File: src/rtl/bed_pkg.sv
// Package for the backslash escape decoder: command record, mode codes,
// character constants and hex/escape helper functions. No dependencies.
package bed_pkg;

    localparam int QueueDepth = 4;
    localparam int MaxBytes   = 3;

    localparam logic [7:0] ChBackslash = 8'h5C;
    localparam logic [7:0] ChCaret     = 8'h5E;
    localparam logic [7:0] ChX         = 8'h78;
    localparam logic [7:0] ChQuestion  = 8'h3F;
    localparam logic [7:0] CtrlMask    = 8'h1F;

    typedef enum logic [2:0] {
        MODE_NORMAL = 3'd0,
        MODE_BSL    = 3'd1,
        MODE_CARET  = 3'd2,
        MODE_HEX0   = 3'd3,
        MODE_HEX1   = 3'd4
    } t_mode;

    // One decoded input item: up to three bytes, lowest index first.
    typedef struct packed {
        logic [1:0]          count;
        logic [2:0][7:0]     bytes;
    } t_cmd;

    typedef struct packed {
        logic valid;
        logic [7:0] value;
    } t_esc;

    function automatic logic is_hex(input logic [7:0] c);
        return (c >= 8'h30 && c <= 8'h39) || (c >= 8'h61 && c <= 8'h66) ||
               (c >= 8'h41 && c <= 8'h46);
    endfunction

    function automatic logic [3:0] hex_val(input logic [7:0] c);
        logic [3:0] v;
        if (c >= 8'h30 && c <= 8'h39) begin
            v = c[3:0];
        end else begin
            v = 4'(c[3:0] + 4'd9);
        end
        return v;
    endfunction

    function automatic t_esc esc_map(input logic [7:0] c);
        t_esc r;
        r.valid = 1'b1;
        case (c)
            8'h65:       r.value = 8'h1B;   // e
            8'h73:       r.value = 8'h20;   // s
            8'h62:       r.value = 8'h08;   // b
            8'h6E:       r.value = 8'h0A;   // n
            8'h72:       r.value = 8'h0D;   // r
            8'h74:       r.value = 8'h09;   // t
            8'h61:       r.value = 8'h07;   // a
            ChBackslash: r.value = 8'h5C;
            ChCaret:     r.value = 8'h5E;
            default: begin
                r.valid = 1'b0;
                r.value = 8'h00;
            end
        endcase
        return r;
    endfunction

endpackage

File: src/rtl/bed_front.sv
// Front end: holds the escape mode, classifies each accepted character and
// builds the command record of decoded bytes. Depends on bed_pkg.
module bed_front (
    input  logic         i_clk,
    input  logic         i_rst_n,
    input  logic         i_accept,
    input  logic [7:0]   i_char,
    input  logic         i_final,
    output logic         o_push,
    output bed_pkg::t_cmd o_cmd
);
    import bed_pkg::*;

    t_mode      r_mode, n_mode, w_mode_mid, w_plain_mode;
    logic [7:0] r_held, n_held;
    logic       w_hex;

    assign w_hex = is_hex(i_char);

    always_comb begin
        if (i_char == ChBackslash) begin
            w_plain_mode = MODE_BSL;
        end else if (i_char == ChCaret) begin
            w_plain_mode = MODE_CARET;
        end else begin
            w_plain_mode = MODE_NORMAL;
        end
    end

    // next state
    always_comb begin
        w_mode_mid = MODE_NORMAL;
        n_held     = r_held;
        case (r_mode)
            MODE_BSL: begin
                w_mode_mid = (i_char == ChX) ? MODE_HEX0 : MODE_NORMAL;
            end
            MODE_CARET: begin
                w_mode_mid = MODE_NORMAL;
            end
            MODE_HEX0: begin
                if (w_hex) begin
                    n_held     = i_char;
                    w_mode_mid = MODE_HEX1;
                end else begin
                    w_mode_mid = w_plain_mode;
                end
            end
            MODE_HEX1: begin
                w_mode_mid = w_hex ? MODE_NORMAL : w_plain_mode;
            end
            default: begin
                w_mode_mid = w_plain_mode;
            end
        endcase
        n_mode = i_final ? MODE_NORMAL : w_mode_mid;
    end

    // outputs
    always_comb begin
        t_esc       esc;
        logic [1:0] cnt;
        logic       plain_emit;
        cnt        = 2'd0;
        esc        = esc_map(i_char);
        plain_emit = (w_plain_mode == MODE_NORMAL);
        o_cmd      = '0;
        case (r_mode)
            MODE_BSL: begin
                if (esc.valid) begin
                    o_cmd.bytes[cnt] = esc.value;
                    cnt = cnt + 2'd1;
                end
            end
            MODE_CARET: begin
                o_cmd.bytes[cnt] = i_char & CtrlMask;
                cnt = cnt + 2'd1;
            end
            MODE_HEX0: begin
                if (!w_hex) begin
                    o_cmd.bytes[cnt] = ChQuestion;
                    cnt = cnt + 2'd1;
                    if (plain_emit) begin
                        o_cmd.bytes[cnt] = i_char;
                        cnt = cnt + 2'd1;
                    end
                end
            end
            MODE_HEX1: begin
                if (w_hex) begin
                    o_cmd.bytes[cnt] = {hex_val(r_held), hex_val(i_char)};
                    cnt = cnt + 2'd1;
                end else begin
                    o_cmd.bytes[cnt] = ChQuestion;
                    cnt = cnt + 2'd1;
                    o_cmd.bytes[cnt] = r_held;
                    cnt = cnt + 2'd1;
                    if (plain_emit) begin
                        o_cmd.bytes[cnt] = i_char;
                        cnt = cnt + 2'd1;
                    end
                end
            end
            default: begin
                if (plain_emit) begin
                    o_cmd.bytes[cnt] = i_char;
                    cnt = cnt + 2'd1;
                end
            end
        endcase
        if (i_final && w_mode_mid == MODE_HEX0) begin
            o_cmd.bytes[cnt] = ChQuestion;
            cnt = cnt + 2'd1;
        end else if (i_final && w_mode_mid == MODE_HEX1) begin
            o_cmd.bytes[cnt] = ChQuestion;
            cnt = cnt + 2'd1;
            o_cmd.bytes[cnt] = n_held;
            cnt = cnt + 2'd1;
        end
        o_cmd.count = cnt;
        o_push      = i_accept && (cnt != 2'd0);
    end

    always_ff @(posedge i_clk) begin
        if (!i_rst_n) begin
            r_mode <= MODE_NORMAL;
            r_held <= 8'h00;
        end else if (i_accept) begin
            r_mode <= n_mode;
            r_held <= n_held;
        end
    end

    property p_final_clears_mode;
        @(posedge i_clk) disable iff (!i_rst_n)
            (i_accept && i_final) |=> (r_mode == MODE_NORMAL);
    endproperty
    a_final_clears_mode: assert property (p_final_clears_mode)
        else $error("mode not normal after final beat");

endmodule

File: src/rtl/bed_queue.sv
// Short queue of command records between front and back end.
// Depends on bed_pkg.
module bed_queue #(
    parameter int DEPTH = bed_pkg::QueueDepth
) (
    input  logic          i_clk,
    input  logic          i_rst_n,
    input  logic          i_push,
    input  bed_pkg::t_cmd i_cmd,
    input  logic          i_pop,
    output logic          o_full,
    output logic          o_empty,
    output bed_pkg::t_cmd o_head
);
    import bed_pkg::*;

    localparam int PtrW = (DEPTH > 1) ? $clog2(DEPTH) : 1;
    localparam int CntW = $clog2(DEPTH + 1);

    t_cmd            r_mem [DEPTH];
    logic [PtrW-1:0] r_wr, r_rd;
    logic [CntW-1:0] r_count;

    assign o_full  = (r_count == CntW'(DEPTH));
    assign o_empty = (r_count == '0);
    assign o_head  = r_mem[r_rd];

    always_ff @(posedge i_clk) begin
        if (i_push) begin
            r_mem[r_wr] <= i_cmd;
        end
    end

    always_ff @(posedge i_clk) begin
        if (!i_rst_n) begin
            r_wr    <= '0;
            r_rd    <= '0;
            r_count <= '0;
        end else begin
            if (i_push) begin
                r_wr <= (r_wr == PtrW'(DEPTH - 1)) ? '0 : r_wr + 1'b1;
            end
            if (i_pop) begin
                r_rd <= (r_rd == PtrW'(DEPTH - 1)) ? '0 : r_rd + 1'b1;
            end
            if (i_push && !i_pop) begin
                r_count <= r_count + 1'b1;
            end else if (i_pop && !i_push) begin
                r_count <= r_count - 1'b1;
            end
        end
    end

    a_count_bound: assert property (@(posedge i_clk) disable iff (!i_rst_n)
        r_count <= CntW'(DEPTH))
        else $error("queue count over depth");

    a_pop_nonempty: assert property (@(posedge i_clk) disable iff (!i_rst_n)
        i_pop |-> (r_count != '0))
        else $error("pop from empty queue");

    a_push_grows: assert property (@(posedge i_clk) disable iff (!i_rst_n)
        (i_push && !i_pop) |=> (r_count == $past(r_count) + 1'b1))
        else $error("push did not grow queue");

endmodule

File: src/rtl/bed_back.sv
// Back end: walks the bytes of the head record one beat at a time and marks
// the last byte of each record. Depends on bed_pkg.
module bed_back (
    input  logic          i_clk,
    input  logic          i_rst_n,
    input  logic          i_empty,
    input  bed_pkg::t_cmd i_head,
    output logic          o_pop,
    output logic          m_axis_tvalid,
    input  logic          m_axis_tready,
    output logic [7:0]    m_axis_tdata,   // [7:0] out_byte
    output logic          m_axis_tlast    // run_last
);
    import bed_pkg::*;

    logic [1:0] r_idx;
    logic       w_last;

    assign w_last        = (r_idx == i_head.count - 2'd1);
    assign m_axis_tvalid = !i_empty;
    assign m_axis_tdata  = i_head.bytes[r_idx];
    assign m_axis_tlast  = w_last;
    assign o_pop         = m_axis_tvalid && m_axis_tready && w_last;

    always_ff @(posedge i_clk) begin
        if (!i_rst_n) begin
            r_idx <= 2'd0;
        end else if (m_axis_tvalid && m_axis_tready) begin
            r_idx <= w_last ? 2'd0 : r_idx + 2'd1;
        end
    end

endmodule

File: src/rtl/backslash_escape_decoder_core.sv
// Backslash escape decoder top level: front end, record queue, back end.
// Depends on bed_pkg, bed_front, bed_queue, bed_back.
//
// Input stream: one text character per beat on s_axis_tdata, s_axis_tlast
// marks the final character and flushes a pending hex escape.
// Output stream: decoded bytes on m_axis_tdata; m_axis_tlast is set on the
// last byte produced by one input beat. Input beats that decode to nothing
// (lone backslash/caret, unknown escape, first hex digit) give no beat.
// Each input beat's record is written into the record queue register, and
// its first byte is offered once that record is at the queue head.
// Throughput: one input beat per cycle while each yields at most one byte
// and m_axis_tready stays high; a beat yielding up to 3 bytes is sent one
// byte per cycle from the queue head while m_axis_tready is high.
// s_axis_tready drops only while the QUEUE_DEPTH-entry record queue is full,
// so an output stall is absorbed for that many records before input stalls.
// Reset (i_rst_n low, synchronous) returns to plain text mode and empties
// the queue.
module backslash_escape_decoder_core #(
    parameter int QUEUE_DEPTH = bed_pkg::QueueDepth
) (
    input  logic       i_clk,
    input  logic       i_rst_n,
    input  logic       s_axis_tvalid,
    output logic       s_axis_tready,
    input  logic [7:0] s_axis_tdata,   // [7:0] text_char
    input  logic       s_axis_tlast,   // final_char
    output logic       m_axis_tvalid,
    input  logic       m_axis_tready,
    output logic [7:0] m_axis_tdata,   // [7:0] out_byte
    output logic       m_axis_tlast    // run_last
);
    import bed_pkg::*;

    logic w_accept, w_push, w_pop, w_full, w_empty;
    t_cmd w_cmd, w_head;

    assign s_axis_tready = !w_full;
    assign w_accept      = s_axis_tvalid && s_axis_tready;

    bed_front u_front (
        .i_clk    (i_clk),
        .i_rst_n  (i_rst_n),
        .i_accept (w_accept),
        .i_char   (s_axis_tdata),
        .i_final  (s_axis_tlast),
        .o_push   (w_push),
        .o_cmd    (w_cmd)
    );

    bed_queue #(
        .DEPTH (QUEUE_DEPTH)
    ) u_queue (
        .i_clk   (i_clk),
        .i_rst_n (i_rst_n),
        .i_push  (w_push),
        .i_cmd   (w_cmd),
        .i_pop   (w_pop),
        .o_full  (w_full),
        .o_empty (w_empty),
        .o_head  (w_head)
    );

    bed_back u_back (
        .i_clk         (i_clk),
        .i_rst_n       (i_rst_n),
        .i_empty       (w_empty),
        .i_head        (w_head),
        .o_pop         (w_pop),
        .m_axis_tvalid (m_axis_tvalid),
        .m_axis_tready (m_axis_tready),
        .m_axis_tdata  (m_axis_tdata),
        .m_axis_tlast  (m_axis_tlast)
    );

endmodule
File: config.mk
export PLATFORM = sky130hd
export DESIGN_NAME = backslash_escape_decoder_core
export DESIGN_NICKNAME = d
export VERILOG_FILES = /design/src/rtl/bed_pkg.sv /design/src/rtl/bed_front.sv /design/src/rtl/bed_queue.sv /design/src/rtl/bed_back.sv /design/src/rtl/backslash_escape_decoder_core.sv
export SDC_FILE = /design/constraint.sdc
export NUM_CORES = 1
export LEC_CHECK = 0
export ABC_CLOCK_PERIOD_IN_PS = 12200
export BUFFER_PORTS_ARGS = -buffer_cell sky130_fd_sc_hd__buf_2
export CELL_PAD_IN_SITES_DETAIL_PLACEMENT = 1
export CELL_PAD_IN_SITES_GLOBAL_PLACEMENT = 2
export CORE_MARGIN = 2
export CORE_UTILIZATION = 47
export DETAILED_ROUTE_END_ITERATION = 10
export PLACE_DENSITY_LB_ADDON = 0.3
export SLEW_MARGIN = 20
export SYNTH_ARGS = -nofsm -noshare
export SYNTH_HDL_FRONTEND = slang
export SYNTH_SLANG_ARGS = --single-unit
File: constraint.sdc
create_clock -name i_clk -period 12.2 [get_ports i_clk]
set_input_delay 3.66 -clock i_clk [delete_from_list [all_inputs] [get_ports i_clk]]
set_output_delay 3.66 -clock i_clk [all_outputs]
set_load 0.02 [all_outputs]
* After elaboration in Yosys (flattened, before gate mapping)
Memories as Yosys holds them, arrays and structs flattened. A register that Yosys moved wholly into a read port is not among the register bits. Cells that the tools add are included.
Word-level totals: register bits 20, input bits 13, RAM bits 104, memories kept 1, word-level logic and storage cells 126
Operators by class: equal/unequal tests 20, bitwise gates (word level) 3, multiplexer cells 48, add/sub/neg operators 10, magnitude comparators 13, reduce and logical (&&, ||, !) cells 25
Memory list:
- u_queue.r_mem | depth 4, width 26, rd ports 1, clocked after Yosys merged registers in 1, wr ports 1, line bed_queue.sv:20 | t_cmd r_mem [DEPTH];
Operators with widths (number):
- 8-bit by 7-bit == test with 1-bit output, second input constant | 10
- 8-bit two-way mux | 8
- 7-bit case mux with 9 select lines | 1
- 24-bit two-way mux | 2
- 8-bit demux with 2-bit select | 2
- 16-bit two-way mux | 2
- 8-bit case mux with 4 select lines | 1
- 24-bit bitwise mux | 1
- 2-bit two-way mux | 12
- 3-bit two-way mux | 6
- 18-bit OR | 1
- 8-bit binary-select mux with 2-bit select | 1
- 8-bit by 6-bit greater-or-equal comparator with 1-bit output, second input constant | 2
- 8-bit by 7-bit greater-or-equal comparator with 1-bit output, second input constant | 2
- 8-bit by 6-bit less-or-equal comparator with 1-bit output, second input constant | 2
- 8-bit by 7-bit less-or-equal comparator with 1-bit output, second input constant | 2
- 8-bit case mux with 2 select lines | 1
- 1-bit logical AND | 14
- 3-bit case mux with 4 select lines | 1
- 2-bit by 1-bit adder with 2-bit output, second input constant | 5
- 3-bit by 2-bit == test with 1-bit output, second input constant | 3
- 3-bit == test, second input constant | 3
- 2-bit by 3-bit less-than comparator with 1-bit output, second input constant | 3
- 9-bit OR reduction | 1
- other kinds (18) | 33

* Longest topological paths before layout
Gate-level depths: netlist of the first run.
word-level depth 17, mapped depth 21

* Cells and area by module
From an unflattened synthesis of the first run, not the netlist that was laid out.
Second synthesis, totals: cells, all modules 493, area, all modules 6575.1 µm²
Modules (own cells, without submodules):
- bed_queue | sequential area each 3303.2 µm², times used 1, area an instance 4255.3 µm², cells an instance 180
- bed_front | sequential area each 220.2 µm², times used 1, area an instance 2003.2 µm², cells an instance 267
- bed_back | sequential area each 40.0 µm², times used 1, area an instance 306.5 µm², cells an instance 44
- backslash_escape_decoder_core | sequential area each 0.0 µm², times used 1, area an instance 10.0 µm², cells an instance 2

* Worst setup path before layout of the first run
No wires, ideal clock.
path type input port to flip-flop, start in s_axis_tdata[0], end reg u_queue.r_count[2], arrival 7.124 ns, required time 12.124 ns, slack 5.001 ns, stages on the path 21, path buffers 4, cells stage by stage clkbuf_1 > inv_1 > ha_1 > buf_2 > nor4b_1 > nor3_1 > a211o_1 > buf_4 > a21oi_2 > inv_1 > ha_1 > nor2_1 > nor3_1 > o31a_1 > buf_6 > ha_1 > inv_1 > fa_1 > xor2_1 > or3_1 > a21boi_0
On the way: word-level cells in the longest chain between the ends 16
RTL lines:
- start: declaration | line backslash_escape_decoder_core.sv:25 | input logic [7:0] s_axis_tdata,
- 8-bit by 7-bit == test with 1-bit output | line bed_pkg.sv:51, bed_front.sv:23
- 2-bit two-way mux | line bed_front.sv:23 | end else if (i_char == ChCaret) begin
- 3-bit two-way mux | line bed_front.sv:21 | if (i_char == ChBackslash) begin
- 3-bit logical NOT | line bed_front.sv:66 | plain_emit = (w_plain_mode == MODE_NORMAL);
- 1-bit two-way mux or 2-bit two-way mux (tied branches) | line bed_front.sv:98, bed_front.sv:105, bed_front.sv:83
- 2-bit two-way mux (on tied branches) | line bed_front.sv:90, bed_front.sv:80
- 2-bit case mux with 4 select lines | line bed_front.sv:68 | case (r_mode)
- 2-bit by 1-bit adder with 2-bit output | line bed_front.sv:113, bed_front.sv:116
- 2-bit by 1-bit adder with 2-bit output | line bed_front.sv:118 | cnt = cnt + 2'd1;
- 2-bit two-way mux | line bed_front.sv:114 | end else if (i_final && w_mode_mid == MODE_HEX1) begin
- 2-bit two-way mux (*) | line bed_front.sv:111 | if (i_final && w_mode_mid == MODE_HEX0) begin
- 2-bit nonzero test (*) | line bed_front.sv:121 | o_push = i_accept && (cnt != 2'd0);
- 1-bit logical AND (*) | line bed_front.sv:121
- via u_front.o_push | line bed_front.sv:9 | output logic o_push,
- 1-bit logical NOT | line bed_queue.sv:48 | end else if (i_pop && !i_push) begin
- 1-bit logical AND | line bed_queue.sv:48
- 2-bit nonzero test (no source line)
- end signal: assignment | line bed_queue.sv:47 | r_count <= r_count + 1'b1;
- end signal: assignment | line bed_queue.sv:49 | r_count <= r_count - 1'b1;
- end: declaration | line bed_queue.sv:22 | logic [CntW-1:0] r_count;
The timed path passes the listed nets; every way through them passes the cells marked *. A chain may end at the register's enable or synchronous reset.

* Final worst setup path of the first run
start in s_axis_tdata[0], end reg u_queue.r_count[2]
On the way: word-level cells in the longest chain between the ends 16
RTL lines (line):
- 8-bit by 7-bit == test with 1-bit output | bed_pkg.sv:51, bed_front.sv:23
- 2-bit two-way mux | bed_front.sv:23
- 3-bit two-way mux | bed_front.sv:21
- 3-bit logical NOT | bed_front.sv:66
- 1-bit two-way mux or 2-bit two-way mux (tied branches) | bed_front.sv:98, bed_front.sv:105, bed_front.sv:83
- 2-bit two-way mux (on tied branches) | bed_front.sv:90, bed_front.sv:80
- 2-bit case mux with 4 select lines | bed_front.sv:68
- 2-bit by 1-bit adder with 2-bit output | bed_front.sv:113, bed_front.sv:116
- 2-bit by 1-bit adder with 2-bit output | bed_front.sv:118
- 2-bit two-way mux | bed_front.sv:114
- 2-bit two-way mux (*) | bed_front.sv:111
- 2-bit nonzero test (*) | bed_front.sv:121
- 1-bit logical AND (*) | bed_front.sv:121
- 1-bit logical NOT | bed_queue.sv:48
- 1-bit logical AND | bed_queue.sv:48
- 2-bit nonzero test (no source line)
Mark *: on every way between the ends. The rest lies on a longest branch, timed or not.

==> key figures, run 1 <==
Synth
  • Synthesized area: 6530 µm²
  • Post-Syn Nets: 540
  • Seq/Total Area, Yosys: 0.545
  • Synth area leaders: edfxtp_1 48%, mux4_2 9.0%, dfxtp_1 6.7%
  • Avg Inst Size Synth: 12.9 µm²
  • Synthesized flop and latch total: 126
  • Top cell type by total area after synthesis: edfxtp_1
  • Synth top area share: 0.478
  • Yosys warns: 0
  • Synth cell types: 69
  • Syn Inst Count: 508
  • Synth Flop Type: edfxtp_1
  • Post-synth EDFFs: 104
  • FFs w/ async S/R, synth: 0

Power and ir drop
  • Net Sw Frac: 0.301
  • Pwr per Cell Area: 189 nW/µm²
  • Internal power: 0.000968 W
  • Peak supply drop: 0.0910 mV
  • Total power: 0.00139 W
  • Power share of the clock group: 0.358
  • Comb pwr share: 0.227
  • Sw power: 0.000418 W
  • Leakage Power: 2.55 nW
  • Flop pwr share: 0.415

GRT
  • First-pass GRT wire length: 25,700 µm
  • Pin count of the biggest net entering global routing: 27
  • GR Overflow Total: 0
  • Initial antenna violation count: 0
  • Vias in the first global route: 4,506
  • Total GRT Usage: 0.237

Final layout
  • Commonest non-fill, non-tap cell in the layout: edfxtp_1
  • Area grow syn2layout: 12.0%
  • Share of layout cells above drive strength 1: 0.194
  • Final Instance Area: 7320 µm²
  • ANT cells: 0
  • Most frequent cells in the layout: 104 x edfxtp_1, 29 x a21oi_1, 28 x nand2_1, 27 x nor2_1, 26 x mux4_2
  • Fin nets: 551

Timing
  • Fin. max-slew vios: 0
  • Final Hold Vio Count: 0
  • RSZ-0062 raised after global routing: false
  • Period Utilization, post-route: 0.635
  • Worst Skew: 0.00770 ns
  • Post-layout minimum cycle time: 7.75 ns
  • Worst-Margin Slew: 0.977 ns
  • Worst hold margin: 0.458 ns
  • Max Freq: 129 MHz
  • Setup violators final: 0
  • Setup TNS: 0 ns
  • Slew headroom: 0.349

Floorplan
  • DIE AREA: 14,900 µm²
  • Initial Util: 0.476
  • Area of the core: 13,700 µm²
  • IO Pins: 24
  • Die Width: 122 µm
  • Site Rows: 43
  • Die Ht: 122 µm

Critical path
  • Worst setup path end: u_queue.r_count[2]$_SDFFE_PN0P_
  • CP max FO: 18
  • Reg2Reg Capture Point: u_queue.r_count[2]$_SDFFE_PN0P_
  • Req. time, crit path: 12.55 ns
  • R2R Setup Slk: 8.30 ns
  • WP data arrival: 8.10 ns
  • Setup crit start: s_axis_tdata[0]
  • Depth of the most critical reg-to-reg path: 14
  • Setup CP Type: in2reg
  • Worst Setup Start Kind: primary input
  • Critical path capture point type: register
  • Reg2Reg Launch Point: u_front.r_mode[2]$_SDFFE_PN0P_

Placed design
  • Placed Area: 6730 µm²
  • IO buf count: 23
  • Post-DP HPWL: 10,600 µm
  • Gpl congestion: 0.878

Job
  • Max-Cap Viols: 0

Drt
  • Routed vias: 4,286
  • WL final: 16,200 µm
  • Final antenna-violating net count: 0
  • Post-route DRC: 0
  • DRT Pass-1 Iters: 4
  • Routed WL per cell: 22.7 µm
  • DR vias/cell: 6.02
  • DRT iter0 DRCs: 281

Clock tree
  • CTS Hold Buffers Added: 0
  • CTS tree: yes
  • H-tree depth: 4
  • TritonCTS Buffers: 17
  • Clock Sinks: 126
  • Clock Latency Late Sink: 0.42 ns
  • Worst-case clock buffer depth: 2
  • Root Buffer: clkbuf_16
  • Clock-pin slew on the worst setup and hold paths: 0.06 ns
  • Setup Fix Bufs, Post-CTS: 0
  • Post-CTS Resized: 0

Worst hold path
  • Worst hold path class: reg2reg

Outcome
  • Status: finished, final reports clean
## layout make-up
cell class | instances | area (µm²)
Clock buffer | 17 | 425
Clock inverter | 15 | 163
Fill cell | 1398 | 6400
Inverter | 19 | 71.3
Multi-Input combinational cell | 327 | 2720
Sequential cell | 126 | 3560
Tap cell | 180 | 225
Timing Repair Buffer | 28 | 153
## registers in the layout, summed over array words and instances (netlist names), named ones only
name	count
u_queue.r_mem	104
u_front.r_held	8
u_front.r_mode	3
u_queue.r_count	3
u_back.r_idx	2
u_queue.r_rd	2
u_queue.r_wr	2
## metal layers
layer	track usage	up-vias	wire [µm]
li1	-	1971	-
met1	0.319	2173	7300
met2	0.368	112	7720
met3	0.0604	30	728
met4	0.102	0	414
met5	0	-	0
## cells in the mapped netlist, types with 8 or more instances
library cell and count:
a21oi_1 29, a31oi_1 8, and2_1 9, buf_2 12, clkbuf_1 16, dfxtp_1 22, edfxtp_1 104, ha_1 18
inv_1 19, mux2i_1 22, mux4_2 26, nand2_1 28, nand3_1 8, nor2_1 27, nor2b_1 16, nor3_1 9
o21a_1 10, o21ai_0 11, o22ai_1 10
## logic make-up (layout without fill, tap and decap cells)
kind of cell | count (synthesis) | after routing | share of synthesized area
buffers and inverters | 55 | 79 | 0.0391
muxes | 49 | 49 | 0.125
and+or+nand+nor | 132 | 132 | 0.112
DFF | 126 | 126 | 0.545
xor gates and xnor gates | 8 | 8 | 0.0107
adders and majority gates | 19 | 19 | 0.0375
AOI/OAI and AO/OA | 119 | 119 | 0.130
## metrics by stage
stage	worst slack, ns	util	std cells
after floorplan	5.00	-	508
after global placement	4.30	0.490	680
after detailed placement	4.09	0.490	680
after CTS	4.50	0.533	712
after global routing	4.09	0.533	712
final	4.45	0.533	712
## power by group through the flow
stage                     clock network [W]  logic, W  registers (W)
after floorplan                           0  0.000253       0.000553
after global placement                    0  0.000307       0.000580
after detailed placement                  0  0.000315       0.000586
after CTS                          0.000506  0.000319       0.000578
after global routing               0.000525  0.000346       0.000585
final                              0.000495  0.000315       0.000576
## worst min path at each step
stage | start | end | slack, ns | cells after the start
final | u_front.r_held[7]$_SDFFE_PN0P_ | u_front.r_held[7]$_SDFFE_PN0P_ | 0.46 | 2
after global routing | u_front.r_held[7]$_SDFFE_PN0P_ | u_front.r_held[7]$_SDFFE_PN0P_ | 0.50 | 2
after CTS | u_front.r_held[7]$_SDFFE_PN0P_ | u_front.r_held[7]$_SDFFE_PN0P_ | 0.46 | 2
after detailed placement | u_front.r_held[7]$_SDFFE_PN0P_ | u_front.r_held[7]$_SDFFE_PN0P_ | 0.45 | 2
after global placement | u_front.r_held[7]$_SDFFE_PN0P_ | u_front.r_held[7]$_SDFFE_PN0P_ | 0.44 | 2
after floorplan | u_front.r_held[7]$_SDFFE_PN0P_ | u_front.r_held[7]$_SDFFE_PN0P_ | 0.42 | 2
## critical path, cell delays in order
cell	delay (ns)
buf_2	0.17
inv_1	0.09
ha_1	0.41
o21bai_1	0.21
a2111oi_4	0.47
a211o_1	0.56
a21oi_2	0.13
inv_1	0.13
ha_1	0.25
nor2_1	0.07
nor3_1	0.28
o31a_1	0.31
ha_1	0.24
inv_1	0.06
fa_1	0.38
xor2_1	0.18
or3_1	0.31
a21boi_0	0.15
(Power assumes the default switching activity.)
==> run 2, diff against run 1 <==
Settings changed: ABC_AREA set to 1, ABC_CLOCK_PERIOD_IN_PS 12200 to 7000, CORE_UTILIZATION 47 to 35.
Clock period 12.2 ns to 7 ns, I/O delays scaled along.
==> key figures, run 2 <==
Clock tree
  • Clock Latency Late Sink: 0.42 ns (about the same)
  • Root Buffer: clkbuf_16 (unchanged)
  • Setup Fix Bufs, Post-CTS: 0 (unchanged)
  • Worst-case clock buffer depth: 2 (unchanged)
  • CTS tree: yes (unchanged)
  • Clock Sinks: 126 (unchanged)
  • TritonCTS Buffers: 17 (unchanged)
  • H-tree depth: 4 (unchanged)
  • Clock-pin slew on the worst setup and hold paths: 0.06 ns (about the same)
  • CTS Hold Buffers Added: 0 (unchanged)
  • Post-CTS Resized: 0 (unchanged)

Placed design
  • IO buf count: 23 (unchanged)
  • Gpl congestion: 0.944 (was 0.878)
  • Post-DP HPWL: 14,500 µm (was 10,600 µm)
  • Setup WS pre-CTS: 0.728 ns (was 4.09 ns)

Final layout
  • Largest Register: u_queue.r_mem (unchanged)
  • Filler cells: 2,271 (was 1,398)
  • Area grow syn2layout: 14.5% (was 12.0%)
  • ANT cells: 0 (unchanged)
  • Commonest non-fill, non-tap cell in the layout: nand2_1 (was edfxtp_1)
  • Max reg flops: 104 (unchanged)
  • Most frequent cells in the layout: 142 x nand2_1, 104 x edfxtp_1, 102 x nor2_1, 76 x o21ai_0, 65 x inv_1 (was 104 x edfxtp_1, 29 x a21oi_1, 28 x nand2_1, 27 x nor2_1, 26 x mux4_2)
  • Share of layout cells above drive strength 1: 0.137 (was 0.194)
  • Biggest regs: u_queue.r_mem x104, u_front.r_held x8 (unchanged)
  • Fin nets: 822 (was 551)

Synth
  • Synth cell types: 44 (was 69)
  • Post-Syn Nets: 804 (was 540)
  • Synth area leaders: edfxtp_1 46%, nand2_1 7.8%, dfxtp_1 6.5% (was edfxtp_1 48%, mux4_2 9.0%, dfxtp_1 6.7%)
  • Avg Inst Size Synth: 8.84 µm² (was 12.9 µm²)
  • Synthesized flop and latch total: 126 (unchanged)
  • Seq/Total Area, Yosys: 0.522 (was 0.545)
  • Yosys warns: 0 (unchanged)
  • Most frequent cell after synthesis: nand2_1 (was edfxtp_1)
  • Synthesized area: 6830 µm² (was 6530 µm²)
  • FFs w/ async S/R, synth: 0 (unchanged)
  • Synth top area share: 0.457 (was 0.478)
  • Post-synth top cells: 142 x nand2_1, 106 x nor2_1, 104 x edfxtp_1 (was 104 x edfxtp_1, 29 x a21oi_1, 28 x nand2_1)
  • Synth Flop Type: edfxtp_1 (unchanged)
  • Post-synth EDFFs: 104 (unchanged)
  • Syn Inst Count: 772 (was 508)
  • Top cell type by total area after synthesis: edfxtp_1 (unchanged)

Outcome
  • Status: finished, final reports clean (unchanged)

Timing
  • Slew headroom: 0.393 (was 0.349)
  • Final Hold Vio Count: 0 (unchanged)
  • Max Freq: 171 MHz
  • Period Utilization, post-route: 0.834
  • RSZ-0062 raised after global routing: false (unchanged)
  • Fin. max-slew vios: 0 (unchanged)
  • Worst Skew: 0.00923 ns (was 0.00770 ns)
  • Post-layout minimum cycle time: 5.84 ns
  • Worst-Margin Slew: 0.907 ns (was 0.977 ns)
  • Setup violators final: 0 (unchanged)
  • Worst setup margin: 1.16 ns (was 4.45 ns)
  • Setup TNS: 0 ns (unchanged)

Floorplan
  • Site Rows: 51 (was 43)
  • IO Pins: 24 (unchanged)
  • Area of the core: 19,300 µm² (was 13,700 µm²)
  • Die Ht: 144 µm (was 122 µm)
  • DIE AREA: 20,600 µm² (was 14,900 µm²)
  • Die Width: 144 µm (was 122 µm)
  • Initial Util: 0.354 (was 0.476)

Power and ir drop
  • Pwr per Cell Area: 320 nW/µm² (was 189 nW/µm²)
  • Leakage Power: 3.04 nW (was 2.55 nW)
  • Peak supply drop: 0.168 mV (was 0.0910 mV)

Critical path
  • WP data arrival: 6.14 ns (was 8.10 ns)
  • Reg2Reg Launch Point: u_front.r_mode[0]$_SDFFE_PN0P_ (was u_front.r_mode[2]$_SDFFE_PN0P_)
  • Crit-path slowest cell: fa_1 (was a211o_1)
  • Setup CP Type: in2reg (unchanged)
  • CP max FO: 16 (was 18)
  • Setup crit start: s_axis_tdata[0] (unchanged)
  • Req. time, crit path: 7.30 ns (was 12.55 ns)
  • CP Cell Sequence: buf_2 -> inv_1 -> ha_1 -> inv_1 -> nand3_1 -> nand3_4 -> nand2_2 -> a21oi_4 -> o211ai_2 -> ha_1 -> inv_1 -> nand2_1 -> nand4_1 -> nand2_1 -> nor2_1 -> nand2_2 -> nand2_1 -> inv_1 -> ha_1 -> inv_1 -> fa_1 -> o21ai_0 -> a21oi_1 (was buf_2 -> inv_1 -> ha_1 -> o21bai_1 -> a2111oi_4 -> a211o_1 -> a21oi_2 -> inv_1 -> ha_1 -> nor2_1 -> nor3_1 -> o31a_1 -> ha_1 -> inv_1 -> fa_1 -> xor2_1 -> or3_1 -> a21boi_0)
  • Worst path buffer plus inverter count: 6 (was 4)
  • Critical path capture point type: register (unchanged)
  • Peak per-stage delay on the critical path: 0.41 ns (was 0.56 ns)
  • Worst Setup Start Kind: primary input (unchanged)
  • Most used cell, CP: inv_1
  • CP top delay family: simple AND/OR/NAND/NOR gates (was compound AO/OA/AOI/OAI gates)

Drt
  • DRT Pass-1 Iters: 5 (was 4)
  • Post-route DRC: 0 (unchanged)
  • Final antenna-violating net count: 0 (unchanged)
  • WL final: 20,600 µm (was 16,200 µm)
  • Routed vias: 5,513 (was 4,286)
  • DR vias/cell: 5.16 (was 6.02)
  • Routed WL per cell: 19.3 µm (was 22.7 µm)
  • DRT iter0 DRCs: 335 (was 281)

GRT
  • Initial antenna violation count: 0 (unchanged)
  • Vias in the first global route: 5,849 (was 4,506)
  • Pin count of the biggest net entering global routing: 54 (was 27)
  • Total GRT Usage: 0.212 (was 0.237)
  • GR Overflow Total: 0 (unchanged)
  • First-pass GRT wire length: 32,700 µm (was 25,700 µm)

Worst hold path
  • Worst hold path class: reg2reg (unchanged)
  • Hold path startpoint: u_front.r_mode[2]$_SDFFE_PN0P_ (was u_front.r_held[7]$_SDFFE_PN0P_)

Job
  • Max-Cap Viols: 0 (unchanged)
## run 2: cell types whose count changed in the layout (fill, tap and decap cells not counted), moves of 22 or more
cell     previous run  this run
o21ai_0            11        76
inv_1              19        65
nand2_1            28       142
mux4_2             26         0
nand3_1             8        48
nor2_1             27       102
mux2i_1            22         0
## run 2: kinds of logic (layout without fill, tap and decap cells)
logic type	count (synthesis)	after routing	share of synthesized area
AOI/OAI and AO/OA	172	172	0.150
and+or+nand+nor	340	340	0.222
buffers and inverters	111	142	0.0651
adders and majority gates	19	19	0.0359
DFF	126	126	0.522
xor gates and xnor gates	4	4	0.00513
## run 2: worst min-delay path, cell delays in order, from the launching register on
cell	delay (ns)
dfxtp_1	0.32
nand2_1	0.06
a21oi_1	0.05
## run 2: metal layers
metal	up-vias	wire length [µm]	GRT usage
li1	2699	-	-
met1	2704	9450	0.271
met2	80	10000	0.359
met3	30	593	0.0420
met4	0	485	0.0743
met5	-	0	0
## run 2: path summary, 6_finish.rpt
kind | depth (start not counted) | to | slack, ns
setup reg to reg | 19 | u_queue.r_count[1]$_SDFFE_PN0P_ | 2.57
hold reg to reg | 2 | u_front.r_mode[2]$_SDFFE_PN0P_ | 0.48
setup / recovery | 23 | u_queue.r_count[1]$_SDFFE_PN0P_ | 1.16
hold / removal | 2 | u_front.r_mode[2]$_SDFFE_PN0P_ | 0.48
## run 2: where the power goes
group | internal (W) | switching, W | total, W
Combinational | 0.000184 | 0.000440 | 0.000624
Clock | 0.000595 | 0.000328 | 0.000924
Sequential | 0.000902 | 0.0000481 | 0.000950
## run 2: through the flow
stage          hold slack [ns]  utilization  cell area [µm²]  power [W]  std cells
6_report                 0.480        0.406             7820    0.00250       1068
3_3_place_gp             0.469        0.373             7200    0.00157       1036
2_1_floorplan            0.438            -             6830    0.00138        772
3_5_place_dp             0.476        0.373             7200    0.00160       1036
4_1_cts                  0.485        0.406             7820    0.00253       1068
5_1_grt                  0.519        0.406             7820    0.00263       1068
## run 2: layout make-up
type	instances	area, µm²	share of cell area
clock buffers	18	429	0.0549
clock inverters	14	190	0.0243
inverters	80	303	0.0387
multi-input cells	535	2830	0.362
flip-flops and latches	126	3560	0.456
well taps	265	332	0.0424
repair buffers	30	168	0.0215
==> run 3, diff against run 2 <==
Settings changed: ABC_CLOCK_PERIOD_IN_PS 7000 to 5500, CORE_UTILIZATION 35 to 39.
Clock period 7 ns to 5.5 ns, I/O delays scaled along.
==> key figures, run 3 (same netlist as run 2, synthesis figures left out) <==
Drt
  • Routed WL per cell: 19.9 µm (was 19.3 µm)
  • Post-route DRC: 0 (unchanged)
  • WL final: 20,600 µm (about the same)
  • DRT Pass-1 Iters: 4 (was 5)
  • Routed vias: 5,697 (was 5,513)
  • Final antenna-violating net count: 0 (unchanged)
  • DRT iter0 DRCs: 391 (was 335)
  • DR vias/cell: 5.52 (was 5.16)

Clock tree
  • CTS tree: yes (unchanged)
  • Setup Fix Bufs, Post-CTS: 0 (unchanged)
  • H-tree depth: 4 (unchanged)
  • TritonCTS Buffers: 17 (unchanged)
  • Post-CTS Resized: 0 (unchanged)
  • Worst-case clock buffer depth: 2 (unchanged)
  • CTS Hold Buffers Added: 0 (unchanged)
  • Clock-pin slew on the worst setup and hold paths: 0.06 ns (about the same)
  • Clock Sinks: 126 (unchanged)
  • Clock Latency Late Sink: 0.42 ns (about the same)
  • Root Buffer: clkbuf_16 (unchanged)

Timing
  • Slew headroom: 0.415 (was 0.393)
  • Max Freq: 198 MHz
  • Period Utilization, post-route: 0.919
  • Post-layout minimum cycle time: 5.06 ns
  • Final Hold Vio Count: 0 (unchanged)
  • Worst Skew: 0.00917 ns (was 0.00923 ns)
  • RSZ-0062 raised after global routing: false (unchanged)
  • Worst-Margin Slew: 0.876 ns (was 0.907 ns)
  • Worst hold margin: 0.496 ns (was 0.480 ns)
  • Fin. max-slew vios: 0 (unchanged)
  • Setup TNS: 0 ns (unchanged)
  • Setup violators final: 0 (unchanged)

Placed design
  • IO buf count: 23 (unchanged)
  • Inst Count DP: 1,001 (was 1,036)
  • Gpl congestion: 0.951 (was 0.944)
  • Post-DP HPWL: 14,400 µm (was 14,500 µm)

Final layout
  • Footprint of the multi-input gates: 2830 µm² (unchanged)
  • Filler cells: 2,038 (was 2,271)
  • Largest Register: u_queue.r_mem (unchanged)
  • Commonest non-fill, non-tap cell in the layout: nand2_1 (unchanged)
  • Fin nets: 827 (was 822)
  • Seq. cell area: 3560 µm² (unchanged)
  • Most frequent cells in the layout: 142 x nand2_1, 104 x edfxtp_1, 102 x nor2_1, 76 x o21ai_0, 65 x inv_1 (unchanged)
  • ANT cells: 0 (unchanged)
  • Area grow syn2layout: 13.2% (was 14.5%)
  • Share of layout cells above drive strength 1: 0.141 (was 0.137)
  • Max reg flops: 104 (unchanged)
  • Non-Filler Instances: 1,033 (was 1,068)
  • Biggest regs: u_queue.r_mem x104, u_front.r_held x8 (unchanged)

Floorplan
  • Site Rows: 48 (was 51)
  • Die Width: 136 µm (was 144 µm)
  • Die Ht: 136 µm (was 144 µm)
  • Initial Util: 0.398 (was 0.354)
  • IO Pins: 24 (unchanged)
  • Area of the core: 17,200 µm² (was 19,300 µm²)
  • DIE AREA: 18,600 µm² (was 20,600 µm²)

Critical path
  • Worst path buffer plus inverter count: 5 (was 6)
  • Most used cell, CP: nand2_1 (was inv_1)
  • Crit-path slowest cell: fa_1 (unchanged)
  • Peak per-stage delay on the critical path: 0.38 ns (was 0.41 ns)
  • CP top delay family: simple AND/OR/NAND/NOR gates (unchanged)
  • Setup CP Type: in2reg (unchanged)
  • Critical path capture point type: register (unchanged)
  • CP max FO: 13 (was 16)
  • Req. time, crit path: 5.80 ns (was 7.30 ns)
  • WP data arrival: 5.36 ns (was 6.14 ns)
  • Worst Setup Start Kind: primary input (unchanged)

GRT
  • First-pass GRT wire length: 32,200 µm (was 32,700 µm)
  • GR Overflow Total: 0 (unchanged)
  • Vias in the first global route: 5,881 (was 5,849)
  • Total GRT Usage: 0.233 (was 0.212)
  • Initial antenna violation count: 0 (unchanged)
  • Pin count of the biggest net entering global routing: 53 (was 54)

Power and ir drop
  • Pwr per Cell Area: 392 nW/µm² (was 320 nW/µm²)
  • Leakage Power: 3.03 nW (was 3.04 nW)
  • Peak supply drop: 0.216 mV (was 0.168 mV)

Worst hold path
  • Worst hold path class: reg2reg (unchanged)

Outcome
  • Status: finished, final reports clean (unchanged)

Job
  • Max-Cap Viols: 0 (unchanged)
run 3: cell types whose count changed in the layout (fill, tap and decap cells not counted):
cell and change:
clkinv_1 +2, bufinv_16 -3, clkbuf_1 -1, clkinv_2 +1
buf_4 +5, clkinv_4 +1
run 3: layout make-up:
type,count,share of cell area
tap,225,0.0364
sequential,126,0.461
timing repair buffer,35,0.0265
multi-input combinational,535,0.366
inverter,80,0.0392
clock buffer,17,0.0550
clock inverter,15,0.0157
run 3: routing by layer:
layer,wire length [µm],global-route usage
met1,9300,0.297
met2,10100,0.399
met3,764,0.0429
met4,361,0.0747
met5,0,0
run 3: metrics by stage:
| step | cell area (µm²) | total power [W] | util | worst slack (ns) |
|---|---|---|---|---|
| final | 7730 | 0.00303 | 0.450 | 0.445 |
| after global routing | 7730 | 0.00318 | 0.450 | 0.112 |
| after CTS | 7730 | 0.00306 | 0.450 | 0.469 |
| after detailed placement | 7180 | 0.00202 | 0.418 | 0.0548 |
| after global placement | 7180 | 0.00199 | 0.418 | 0.271 |
| after floorplan | 6830 | 0.00175 | - | 0.477 |
run 3: worst reg2reg max path, delay by kind of cell (launching register included):
kind / cells / cell delay [ns]
flops: 1 / 0.47
simple gates: 10 / 1.13
compound gates: 4 / 0.52
fa+ha+maj: 3 / 0.82
buf+inv: 6 / 0.88
run 3: worst paths after layout:
| kind | from | end | slack (ns) | cells past startpoint |
|---|---|---|---|---|
| worst min-delay path | u_front.r_mode[2]$_SDFFE_PN0P_ | u_front.r_mode[2]$_SDFFE_PN0P_ | 0.50 | 2 |
| worst max register to register | u_front.r_mode[1]$_SDFFE_PN0P_ | u_queue.r_count[2]$_SDFFE_PN0P_ | 1.58 | 23 |
| worst min register to register | u_front.r_mode[2]$_SDFFE_PN0P_ | u_front.r_mode[2]$_SDFFE_PN0P_ | 0.50 | 2 |
| worst max-delay path | s_axis_tdata[0] | u_queue.r_count[2]$_SDFFE_PN0P_ | 0.44 | 25 |
run 3: report_power, final:
group / switching, W / internal (W) / leakage, nW / total, W
registers: 0.0000637 / 0.00115 / 1.15 / 0.00121
clock network: 0.000415 / 0.000616 / 0.268 / 0.00103
logic: 0.000551 / 0.000235 / 1.62 / 0.000786
